$ cat config.mk
export PLATFORM = sky130hd
export DESIGN_NAME = vn_sqrt
export DESIGN_NICKNAME = d
export VERILOG_FILES = /design/src/vn_pkg.sv /design/src/vn_sqrt.sv
export SDC_FILE = /design/constraint.sdc
export NUM_CORES = 1
export LEC_CHECK = 0
export BUFFER_PORTS_ARGS = -buffer_cell sky130_fd_sc_hd__clkbuf_2
export CAP_MARGIN = 20
export CORE_MARGIN = 4
export CORE_UTILIZATION = 41
export DETAILED_ROUTE_END_ITERATION = 6
export PLACE_DENSITY = 0.57
export SYNTH_ARGS = -nofsm -noshare
export SYNTH_HDL_FRONTEND = slang
export SYNTH_SLANG_ARGS = --single-unit
$ cat constraint.sdc
create_clock -name aclk -period 8.8 [get_ports aclk]
set_clock_uncertainty 0.2 [all_clocks]
set_input_delay 1.32 -clock aclk [delete_from_list [all_inputs] [get_ports aclk]]
set_output_delay 1.32 -clock aclk [all_outputs]
set_load 0.05 [all_outputs]
$ cat src/vn_pkg.sv
package vn_pkg;

    localparam int COMP_W     = 16;
    localparam int UNIT_FRAC  = 14;
    localparam int UNIT_W     = 16;
    localparam int SQ_W       = 32;
    localparam int LEN_W      = 16;
    localparam int SQRT_STEPS = SQ_W / 2;
    localparam int DIV_STEPS  = UNIT_FRAC + 1;
    localparam int REM_W      = LEN_W + 1;
    localparam int LANES      = 3;

    typedef struct packed {
        logic signed [COMP_W-1:0] vec_x;
        logic signed [COMP_W-1:0] vec_y;
        logic signed [COMP_W-1:0] vec_z;
    } in_item_t;

    typedef struct packed {
        logic signed [UNIT_W-1:0] unit_x;
        logic signed [UNIT_W-1:0] unit_y;
        logic signed [UNIT_W-1:0] unit_z;
        logic [SQ_W-1:0]          length_sq;
        logic [LEN_W-1:0]         length_val;
        logic                     zero_len;
    } out_item_t;

    // per-item data that rides along the square root pipeline
    typedef struct packed {
        logic [LANES-1:0][COMP_W-1:0] mag;
        logic [LANES-1:0]             neg;
        logic [SQ_W-1:0]              sq;
    } side_t;

endpackage

$ cat src/vn_sqrt.sv
module vn_sqrt (
    input  logic                           aclk,
    input  logic                           aresetn,
    input  logic                           en,
    input  logic                           in_valid,
    input  vn_pkg::side_t                  in_side,
    output logic                           out_valid,
    output vn_pkg::side_t                  out_side,
    output logic [vn_pkg::LEN_W-1:0]       out_len
);

    logic                      v    [0:vn_pkg::SQRT_STEPS];
    vn_pkg::side_t             side [0:vn_pkg::SQRT_STEPS];
    logic [vn_pkg::SQ_W-1:0]   n    [0:vn_pkg::SQRT_STEPS];
    logic [vn_pkg::SQ_W-1:0]   res  [0:vn_pkg::SQRT_STEPS];

    assign v[0]    = in_valid;
    assign side[0] = in_side;
    assign n[0]    = in_side.sq;
    assign res[0]  = '0;

    // one result bit per stage, highest bit first
    for (genvar k = 0; k < vn_pkg::SQRT_STEPS; k++) begin : g_step
        localparam logic [vn_pkg::SQ_W-1:0] BITV =
            vn_pkg::SQ_W'(1) << (vn_pkg::SQ_W - 2 - 2 * k);

        logic                    v_reg;
        vn_pkg::side_t           side_reg;
        logic [vn_pkg::SQ_W-1:0] n_reg, n_next;
        logic [vn_pkg::SQ_W-1:0] res_reg, res_next;
        logic [vn_pkg::SQ_W:0]   trial;

        always_comb begin
            trial = {1'b0, res[k]} + {1'b0, BITV};
            if ({1'b0, n[k]} >= trial) begin
                n_next   = n[k] - trial[vn_pkg::SQ_W-1:0];
                res_next = (res[k] >> 1) + BITV;
            end else begin
                n_next   = n[k];
                res_next = res[k] >> 1;
            end
        end

        always_ff @(posedge aclk) begin
            if (!aresetn) begin
                v_reg <= 1'b0;
            end else if (en) begin
                v_reg <= v[k];
            end
        end

        always_ff @(posedge aclk) begin
            if (en) begin
                side_reg <= side[k];
                n_reg    <= n_next;
                res_reg  <= res_next;
            end
        end

        assign v[k+1]    = v_reg;
        assign side[k+1] = side_reg;
        assign n[k+1]    = n_reg;
        assign res[k+1]  = res_reg;
    end

    assign out_valid = v[vn_pkg::SQRT_STEPS];
    assign out_side  = side[vn_pkg::SQRT_STEPS];
    assign out_len   = res[vn_pkg::SQRT_STEPS][vn_pkg::LEN_W-1:0];

endmodule

==> results <==
- The first-pass detailed-route iteration total is 5.
- The remaining antenna violation count after routing is 0.
- Counting the buffers created by CTS gives around 180.
- The clock transition time at the flip-flop clock pins of the worst setup and hold paths is 0.06 ns.
- For this run, the post-layout net count is 3969.
- The max-slew violation total from the final report came to 0.
- The leakage power total is 25.5 nW.
- The synthesis-stage register bit count is 1720.
- The main flop type after synthesis is edfxtp_1.
- The via count of the first global-routing pass was 28400.
- The achievable clock frequency is between 0.2 and 0.25 GHz.
- The number of input and output port buffers inserted is 186.
- In the final layout, the share of cells above drive strength 1 is 13.3%.
- The finished layout holds ~5900 standard cells, fillers aside.
- The number of endpoints failing setup at the final stage is 0.
- The critical path data arrival time is 4.33 ns.
- Including well taps, the total number of placed cells is 5569.
- The signal on the critical path passes through ha_1, a2111oi_0, nand3b_1, a21oi_1, o21a_1, clkinv_1, mux2_2.
- The maximum fanout along the worst path is 34.
- The total routed wirelength is 91500 um.
- The CTS tree is yes.
- The routed wire length per instance is 15.6 um.
- The hold-critical path endpoint is g_step[5].side_reg[55].
- Measured along the x axis, the die boundary spans 398 um.
- The initial utilization of the core area, before any placement, comes to between 40 and 50%.
- The total negative slack is 0 ns.
- The post-cts gate resize count is 0.
- The cell accounting for the most synthesized area is edfxtp_1.
- The leftover overflow at the end of global routing is 0.
- In this run the biggest area consumer among cell types represents 82.0% of the synthesized area.
- Entering global routing, the biggest net connects 176 pins.
- At the pin with the least slew margin, the transition time is 0.998 ns.
- The overall via count from detail_route is 28000.
- For this run, design rule violations remaining after detail routing come to 0.
- After synthesis, the share of flip-flops with an asynchronous set or reset is 0%.
- The number of flip-flops under the largest register name is approximately 1200.
- In this run, post-CTS hold repair placed 0 buffers.
- The number of cells produced by synthesis is between 3000 and 4000.
- Sorting the synthesized cells by how often they occur yields edfxtp_1 (1704), inv_1 (188), ha_1 (150), nor2_1 (128), nand2_1 (121).
- The worst setup path is captured at a flop.
- The die is 398 um tall.
- The most critical setup path has its startpoint at g_step[12].n_reg[18].
- The worst hold path cell count is 0.
- For the finished layout, the period the worst path requires is 4.00 ns.
- The most common cell in the netlist is edfxtp_1.
- The worst supply voltage drop on vdd is between 100 and 150 uV.
- For this design the ratio of total power to cell area is 263 nW/um^2.
- The region available for standard cell placement spans 150000 sq um.
- The worst hold path begins at g_step[4].side_reg[55].
- The destination of the worst register-to-register timing path is g_step[13].n_reg[11].
- The later pin in the worst-skew pair is clocked with a latency of about 0.8 ns.
- The netlist area before placement is 62400 sq um.
- The worst path buffer plus inverter count is 1.
- The number of cells on the worst reg-to-reg path is 7.
- During synthesis, Yosys emitted a total of 0 warnings.
- The initial DRC count is 1597.
- The final antenna diode count is 0.
- Setup repair after global routing left no endpoint under its margin.
- The number of rows created at floorplan is 142.
- The normalized max-slew margin is 33.5%.
- The hold violation count in the final report is 0.
- In this design, the stage delay of the slowest critical-path cell is a little over 0.8 ns.
- For this design, the sink count on the clock tree is roughly 1700.
- The maximum number of buffers from clock root to sink is 3.
- The slowest stage of the critical path belongs to the cell clkinv_1.
- The final period utilization is 45.5%.
- The initial antenna violation count is 0.
- The worst hold margin is about 0.20 ns.
- The flow ran to the end, and the final reports show no timing, DRC or antenna violations.
- The number of enable-type register cells in the synthesized netlist is 1704.
- The number of nets handed over by synthesis was 3615.
- Averaged over all synthesized cells, the footprint is 18.5 sq um.
- The die covers 158000 sq um.
- The tool flagged a number of max-cap violations equal to 0.
- Fill cells in the final layout number about 13000.
- After clock tree synthesis, the setup repair step added 0 buffers.
- Once detailed placement completed, the half-perimeter wirelength came to 57800 um.
- The launch instance of the worst register-to-register path is g_step[12].n_reg[18].
- Relative to the synthesized area, the layout overhead comes to 15.1%.
- The number of distinct library cells after synthesis is 75.
- The critical path is of the flop to flop type.
- The element type at the critical path start is a flop.
- The worst hold path belongs to the class flop to flop.
- Ranked by total cell area, the synthesized netlist is headed by edfxtp_1 (82%), ha_1 (3.0%), xor2_1 (1.6%).
- The overall track demand over capacity in global routing is a little under an eighth.
- The critical path required time is between 9 and 10 ns.
- The first global-routing pass estimated 148000 um of wire.
- The setup slack of the worst register-to-register path is 4.80 ns.
- The final weighted congestion in routability-driven placement is ~0.97.
- In this run the clock root is driven by a clkbuf_16.
- Using the TritonRoute via totals, the vias-per-cell ratio works out to 4.76.
- The category of cells accounting for the largest share of critical-path delay is compound AO/OA/AOI/OAI gates.
- The share of synthesized area occupied by flip-flops and latches is 82.5%.
- The top-level I/O count is about 190.
- The H-tree was split into 4 levels.
cells in the final DEF (no fill, tap or decap), types with 19 or more instances in the layout:
master / n
nor4_1: 75
edfxtp_1: 1704
clkinv_2: 28
clkbuf_16: 180
bufinv_16: 21
nor3_1: 66
a21oi_1: 110
or3_1: 40
or4_1: 22
mux2i_1: 24
ha_1: 150
nand2_1: 121
a211oi_1: 19
nand3_1: 30
xor2_1: 112
a21o_1: 27
clkbuf_2: 185
o21a_1: 30
nor2_1: 128
inv_1: 188
clkbuf_1: 26
o21ai_0: 95
clkinv_1: 47
nor2b_1: 41
xnor2_1: 81
nand4_1: 30
where the power goes:
group / total, W / switching [W] / internal, W
combinational: 0.00145 / 0.000882 / 0.000565
sequential: 0.0101 / 0.000312 / 0.00981
clock: 0.00735 / 0.00298 / 0.00436
per-stage QoR:
stage | instance area (sq um) | setup WS, ns | utilization, % | total power, W
3_5_place_dp | 66000 | 4.82 | 43.9 | 0.0118
2_1_floorplan | 62400 | 5.82 | - | 0.0112
5_1_grt | 71800 | 4.54 | 47.7 | 0.0198
3_3_place_gp | 66000 | 4.88 | 43.9 | 0.0117
4_1_cts | 71800 | 4.82 | 47.7 | 0.0192
6_report | 71800 | 4.80 | 47.7 | 0.0189
worst max-delay path by stage:
stage,slack [ns],cells past startpoint,endpoint
6_report,4.80,7,g_step[13].n_reg[11]
5_1_grt,4.54,7,g_step[13].n_reg[11]
3_5_place_dp,4.82,7,g_step[13].n_reg[11]
3_3_place_gp,4.88,8,g_step[12].n_reg[19]
2_1_floorplan,5.82,10,g_step[13].n_reg[23]
4_1_cts,4.82,7,g_step[13].n_reg[11]
per-layer routing:
layer | global-route usage, % | vias up | routed length (um) | part of all wire [%]
li1 | - | 13800 | - | -
met1 | 14.0 | 13500 | 38400 | 42
met2 | 19.6 | 526 | 45500 | 50
met3 | 2.82 | 235 | 4010 | 4.4
met4 | 5.39 | 0 | 3670 | 4.0
met5 | 0 | - | 0 | 0
area by class of cell:
cell class	instances	area [sq um]	area share, %
clock buffers	206	4600	6.41
repair buffers	211	1250	1.74
inverters	190	713	0.993
clock inverters	112	1220	1.70
multi-input cells	1432	10000	14.0
flip-flops and latches	1720	51500	71.7
well taps	2016	2520	3.51
cells by family after synthesis:
group	after synthesis	synth area share, %
buffers and inverters	226	1.41
and+or+nand+nor	652	5.64
AOI/OAI and AO/OA	394	3.98
DFF	1720	82.5
xor gates and xnor gates	193	2.71
muxes	43	0.728
adders and majority gates	150	3.01
No activity file was read; power rests on OpenSTA's default activity.
