`config.mk`:
```
export PLATFORM = sky130hd
export DESIGN_NAME = vn_div
export DESIGN_NICKNAME = d
export VERILOG_FILES = /design/src/vn_pkg.sv /design/src/vn_div.sv
export SDC_FILE = /design/constraint.sdc
export NUM_CORES = 2
export LEC_CHECK = 0
export BUFFER_PORTS_ARGS = -buffer_cell sky130_fd_sc_hd__buf_4
export CORE_MARGIN = 1
export CORE_UTILIZATION = 40
export DETAILED_ROUTE_END_ITERATION = 8
export PLACE_DENSITY = 0.57
export SYNTH_ARGS = -nofsm -noshare
export SYNTH_HDL_FRONTEND = slang
export SYNTH_SLANG_ARGS = --single-unit
export TNS_END_PERCENT = 30
```
`constraint.sdc`:
```
create_clock -name aclk -period 9.1 [get_ports aclk]
set_clock_uncertainty 0.1 [all_clocks]
set_input_delay 1.365 -clock aclk [delete_from_list [all_inputs] [get_ports aclk]]
set_output_delay 1.365 -clock aclk [all_outputs]
set_load 0.005 [all_outputs]
```
`src/vn_pkg.sv`:
```
package vn_pkg;

    localparam int COMP_W     = 16;
    localparam int UNIT_FRAC  = 14;
    localparam int UNIT_W     = 16;
    localparam int SQ_W       = 32;
    localparam int LEN_W      = 16;
    localparam int SQRT_STEPS = SQ_W / 2;
    localparam int DIV_STEPS  = UNIT_FRAC + 1;
    localparam int REM_W      = LEN_W + 1;
    localparam int LANES      = 3;

    typedef struct packed {
        logic signed [COMP_W-1:0] vec_x;
        logic signed [COMP_W-1:0] vec_y;
        logic signed [COMP_W-1:0] vec_z;
    } in_item_t;

    typedef struct packed {
        logic signed [UNIT_W-1:0] unit_x;
        logic signed [UNIT_W-1:0] unit_y;
        logic signed [UNIT_W-1:0] unit_z;
        logic [SQ_W-1:0]          length_sq;
        logic [LEN_W-1:0]         length_val;
        logic                     zero_len;
    } out_item_t;

    // per-item data that rides along the square root pipeline
    typedef struct packed {
        logic [LANES-1:0][COMP_W-1:0] mag;
        logic [LANES-1:0]             neg;
        logic [SQ_W-1:0]              sq;
    } side_t;

endpackage

```
`src/vn_div.sv`:
```
module vn_div (
    input  logic                      aclk,
    input  logic                      aresetn,
    input  logic                      en,
    input  logic                      in_valid,
    input  vn_pkg::side_t             in_side,
    input  logic [vn_pkg::LEN_W-1:0]  in_len,
    output logic                      out_valid,
    output vn_pkg::out_item_t         out_item
);

    typedef logic [vn_pkg::LANES-1:0][vn_pkg::REM_W-1:0]  rem_vec_t;
    typedef logic [vn_pkg::LANES-1:0][vn_pkg::UNIT_W-1:0] quo_vec_t;

    logic                      v    [0:vn_pkg::DIV_STEPS];
    vn_pkg::side_t             side [0:vn_pkg::DIV_STEPS];
    logic [vn_pkg::LEN_W-1:0]  len  [0:vn_pkg::DIV_STEPS];
    rem_vec_t                  rem  [0:vn_pkg::DIV_STEPS];
    quo_vec_t                  quo  [0:vn_pkg::DIV_STEPS];

    assign v[0]    = in_valid;
    assign side[0] = in_side;
    assign len[0]  = in_len;
    assign quo[0]  = '0;
    for (genvar l = 0; l < vn_pkg::LANES; l++) begin : g_init
        assign rem[0][l] = {1'b0, in_side.mag[l]};
    end

    // restoring division, one quotient bit per stage for all three lanes;
    // magnitude never exceeds the length, so the first step needs no shift
    for (genvar k = 0; k < vn_pkg::DIV_STEPS; k++) begin : g_step
        logic                     v_reg;
        vn_pkg::side_t            side_reg;
        logic [vn_pkg::LEN_W-1:0] len_reg;
        rem_vec_t                 rem_reg, rem_next;
        quo_vec_t                 quo_reg, quo_next;

        always_comb begin
            logic [vn_pkg::REM_W-1:0] r2;
            for (int l = 0; l < vn_pkg::LANES; l++) begin
                r2 = (k == 0) ? rem[k][l] : (rem[k][l] << 1);
                if (r2 >= {1'b0, len[k]}) begin
                    rem_next[l] = r2 - {1'b0, len[k]};
                    quo_next[l] = {quo[k][l][vn_pkg::UNIT_W-2:0], 1'b1};
                end else begin
                    rem_next[l] = r2;
                    quo_next[l] = {quo[k][l][vn_pkg::UNIT_W-2:0], 1'b0};
                end
            end
        end

        always_ff @(posedge aclk) begin
            if (!aresetn) begin
                v_reg <= 1'b0;
            end else if (en) begin
                v_reg <= v[k];
            end
        end

        always_ff @(posedge aclk) begin
            if (en) begin
                side_reg <= side[k];
                len_reg  <= len[k];
                rem_reg  <= rem_next;
                quo_reg  <= quo_next;
            end
        end

        assign v[k+1]    = v_reg;
        assign side[k+1] = side_reg;
        assign len[k+1]  = len_reg;
        assign rem[k+1]  = rem_reg;
        assign quo[k+1]  = quo_reg;
    end

    // sign restore and zero-length override on the last stage
    logic                     zero;
    quo_vec_t                 unit;
    vn_pkg::side_t            last_side;
    logic [vn_pkg::LEN_W-1:0] last_len;

    assign last_side = side[vn_pkg::DIV_STEPS];
    assign last_len  = len[vn_pkg::DIV_STEPS];
    assign zero      = (last_len == '0);

    always_comb begin
        for (int l = 0; l < vn_pkg::LANES; l++) begin
            if (zero) begin
                unit[l] = '0;
            end else if (last_side.neg[l]) begin
                unit[l] = ~quo[vn_pkg::DIV_STEPS][l] + vn_pkg::UNIT_W'(1);
            end else begin
                unit[l] = quo[vn_pkg::DIV_STEPS][l];
            end
        end
    end

    assign out_valid           = v[vn_pkg::DIV_STEPS];
    assign out_item.unit_x     = unit[0];
    assign out_item.unit_y     = unit[1];
    assign out_item.unit_z     = unit[2];
    assign out_item.length_sq  = last_side.sq;
    assign out_item.length_val = last_len;
    assign out_item.zero_len   = zero;

endmodule

```
==> reports/metrics.csv <==
stage;metric;value;unit
cts;cts_buffer_depth;3;
global_routing;grt_use_total;20.00;%
global_routing;grt_max_degree;184;
floorplan;num_rows;177;
setup_path;cp_top_family;simple AND/OR/NAND/NOR gates;
cts;clockRootBuffer;clkbuf_16;
cts;insertion_delay;0.90;ns
power_and_ir_drop;p_sw;0.01362;W
sta;rsz0062_at_grt;no;
sta;fin_setup_tns;0;ns
global_routing;grt_pass1_vias;58100;
final_layout;final_common_cell;edfxtp_1;
final_layout;layout_common_cells;edfxtp_1, ha_1, nand2_1, o21ai_0, nor2_1;
min_path;hold_start;g_step[13].quo_reg[13]$_DFFE_PP_;
final_layout;finish.instance_area;105500;um^2
sta;slew_violations;0;
final_layout;largest_register_ffs;656;
detailed_routing;drtIter0Drc;4694;
setup_path;cp.required;7.64;ns
yosys;yosys_warnings;0;
power_and_ir_drop;p_leak;40.52;nW
power_and_ir_drop;switching_share;37.00;%
yosys;syn_avg_cell_area;12.47;um^2
floorplan;die_area;236400;um^2
setup_path;startpoint;g_step[14].quo_reg[34]$_DFFE_PP_;
detailed_routing;top_layer;met4;
sta;max_freq;199.5;MHz
detailed_routing;via_per_inst;5.379;
floorplan;die_h;486.2;um
detailed_routing;vias;59650;
flow_run;drv_cap;0;
cts;numCtsBuffers;201;
floorplan;ios;201;
power_and_ir_drop;powerDensity;348.8;nW/um^2
min_path;min_path_type;flop to flop;
detailed_routing;met1Wirelength;108200;um
setup_path;setup.worst_path.class;flop to output pin;
setup_path;cp-start-kind;flop;
place;dpl.cell_count;10720;
yosys;ys_types;90;
final_layout;multi_input_comb_area;37190;um^2
floorplan;die_w;486.2;um
detailed_routing;wire_per_inst;21.60;um
place;port_buffers;200;
setup_path;crit_path_end_kind;output pin;
power_and_ir_drop;power.share.sequential;37.3;%
sta;finalSetupViolations;0;
setup_path;path_max_fanout;4;
global_routing;overflow;0;
yosys;synth_ff_type;edfxtp_1;
setup_path;crit_path_max_incr_delay;0.59;ns
global_routing;grt_antenna_before_repair;12;
power_and_ir_drop;power_frac_clock;22.3;%
cts;ctsHoldBuffers;0;
outcome;status;finished, final reports clean;
yosys;synth-edff-count;1797;
yosys;syn_nets;8384;
yosys;synth_area;93770;um^2
cts;cts_tree;built;
detailed_routing;drc_errors;0;
setup_path;critPathBufInv;1;
cts;clk_pin_slew_worst_paths;0.06;ns
setup_path;crit_chain;or4_1 > or2_2 > o41ai_1 > xor2_1 > nor2_1 > buf_4;
detailed_routing;drtPass1Iterations;6;
detailed_routing;wl_met2;113500;um
sta;hold_violations;0;
cts;post-cts-setup-buffers;0;
cts;htreeDepth;4;
power_and_ir_drop;combPwrFrac;40.4;%
place;place_congestion;0.9021;
power_and_ir_drop;internal-power;0.02319;W
sta;maxSlewHeadroom;20.57;%
power_and_ir_drop;vdd_ir_drop_max;0.1782;mV
final_layout;regArea;54260;um^2
final_layout;final_layout_size_suffix_gt1_share;10.48;%
detailed_routing;wl;239500;um
setup_path;crit_arrival;3.55;ns
detailed_routing;ant_nets;0;
sta;fin_crit_sh;55.08;%
yosys;syn_inst;7519;
place;dpl_cell_area;98780;um^2
yosys;synth-seq-cells;1812;
yosys;ys_seq_area_share;57.87;%
yosys;async_flop_share;0;%
cts;cts_resized;0;
floorplan;core;232800;um^2
final_layout;final_cells;11090;
floorplan;start_util;40.29;%
final_layout;nets;8659;
sta;tightest_slew;1.191;ns
setup_path;reg2reg_from;g_step[10].len_reg[1]$_DFFE_PP_;
cts;numClockSinks;1812;
sta;fin_crit;5.012;ns
final_layout;area_growth;12.51;%
detailed_routing;route.met3.wl;10400;um
final_layout;fill_cells;20930;
setup_path;cp_slowest_cell;xor2_1;
place;hpwlAfterDp;181500;um
global_routing;grt_pass1_wl;358300;um
final timing paths:
check | end | slack, ns | depth (start not counted)
min | g_step[14].quo_reg[14]$_DFFE_PP_ | 0.24 | 0
max reg2reg | g_step[11].rem_reg[6]$_DFFE_PP_ | 4.77 | 10
max | out_item[58] | 4.09 | 6
min reg2reg | g_step[14].quo_reg[14]$_DFFE_PP_ | 0.24 | 0
power groups by stage:
| stage | combinational [W] | sequential (W) | clock [W] |
|---|---|---|---|
| after CTS | 0.0148 | 0.0138 | 0.00847 |
| after global routing | 0.0165 | 0.0139 | 0.00877 |
| final | 0.0149 | 0.0137 | 0.00821 |
| after global placement | 0.0144 | 0.0139 | 0 |
| after detailed placement | 0.0147 | 0.0139 | 0 |
| after floorplan | 0.0111 | 0.0129 | 0 |
cell type report:
cell class,instances,area share (%)
Tap cell,3132,3.714
Clock inverter,123,1.441
Multi-Input combinational cell,5139,35.24
Clock buffer,243,4.926
Sequential cell,1812,51.43
Antenna cell,2,0.004744
Inverter,408,1.452
Timing Repair Buffer,232,1.788
layer usage:
layer  track usage (%)  up-vias
met4             6.499        0
met1             27.02    29050
met5                 0        -
li1                  -    28750
met3             2.499      356
met2             33.26     1500
synth_stat cells (36+ instances only):
master    count  share of area, %
nand4_1      91              0.61
nand2b_1    143              0.95
o21bai_1     39              0.31
xor2_1      242               2.3
edfxtp_1   1797                58
xnor2_1     267               2.5
or2_2        38              0.25
nand2_1     543               2.2
inv_1       408               1.6
a21o_1      148               1.2
clkbuf_1     85              0.34
ha_1        720               9.6
nor3_1      134              0.72
nor4_1       36              0.24
fa_1         42              0.90
o31ai_1      51              0.41
buf_4        36              0.29
nand3_1      92              0.49
nor2_1      497               2.0
nor2b_1     118              0.79
mux2_2      190               2.3
a21oi_1     478               2.6
o21ai_0     541               2.9
a31oi_1      36              0.24
a211oi_1     58              0.46
o21a_1      102              0.82
cells by family after synthesis:
kind of cell,after synthesis,share of synthesized area (%)
multiplexers,252,3.093
XOR/XNOR,509,4.754
buffers and inverters,568,2.534
flip-flops,1812,57.87
AO/OA/AOI/OAI,1793,12.05
adder cells (fa/ha/maj),762,10.50
AND/OR/NAND/NOR,1823,9.204
through the flow:
stage | util [%] | hold slack, ns | total power [W] | setup WS (ns)
finish | 45.33 | 0.2386 | 0.03681 | 4.088
global route | 45.33 | 0.2726 | 0.03911 | 3.829
CTS | 45.33 | 0.2611 | 0.03702 | 3.791
detailed placement | 42.44 | 0.3045 | 0.02859 | 4.455
global placement | 42.44 | 0.3003 | 0.02835 | 4.374
floorplan | - | 0.3003 | 0.02395 | 5.119
(Power assumes the default switching activity.)
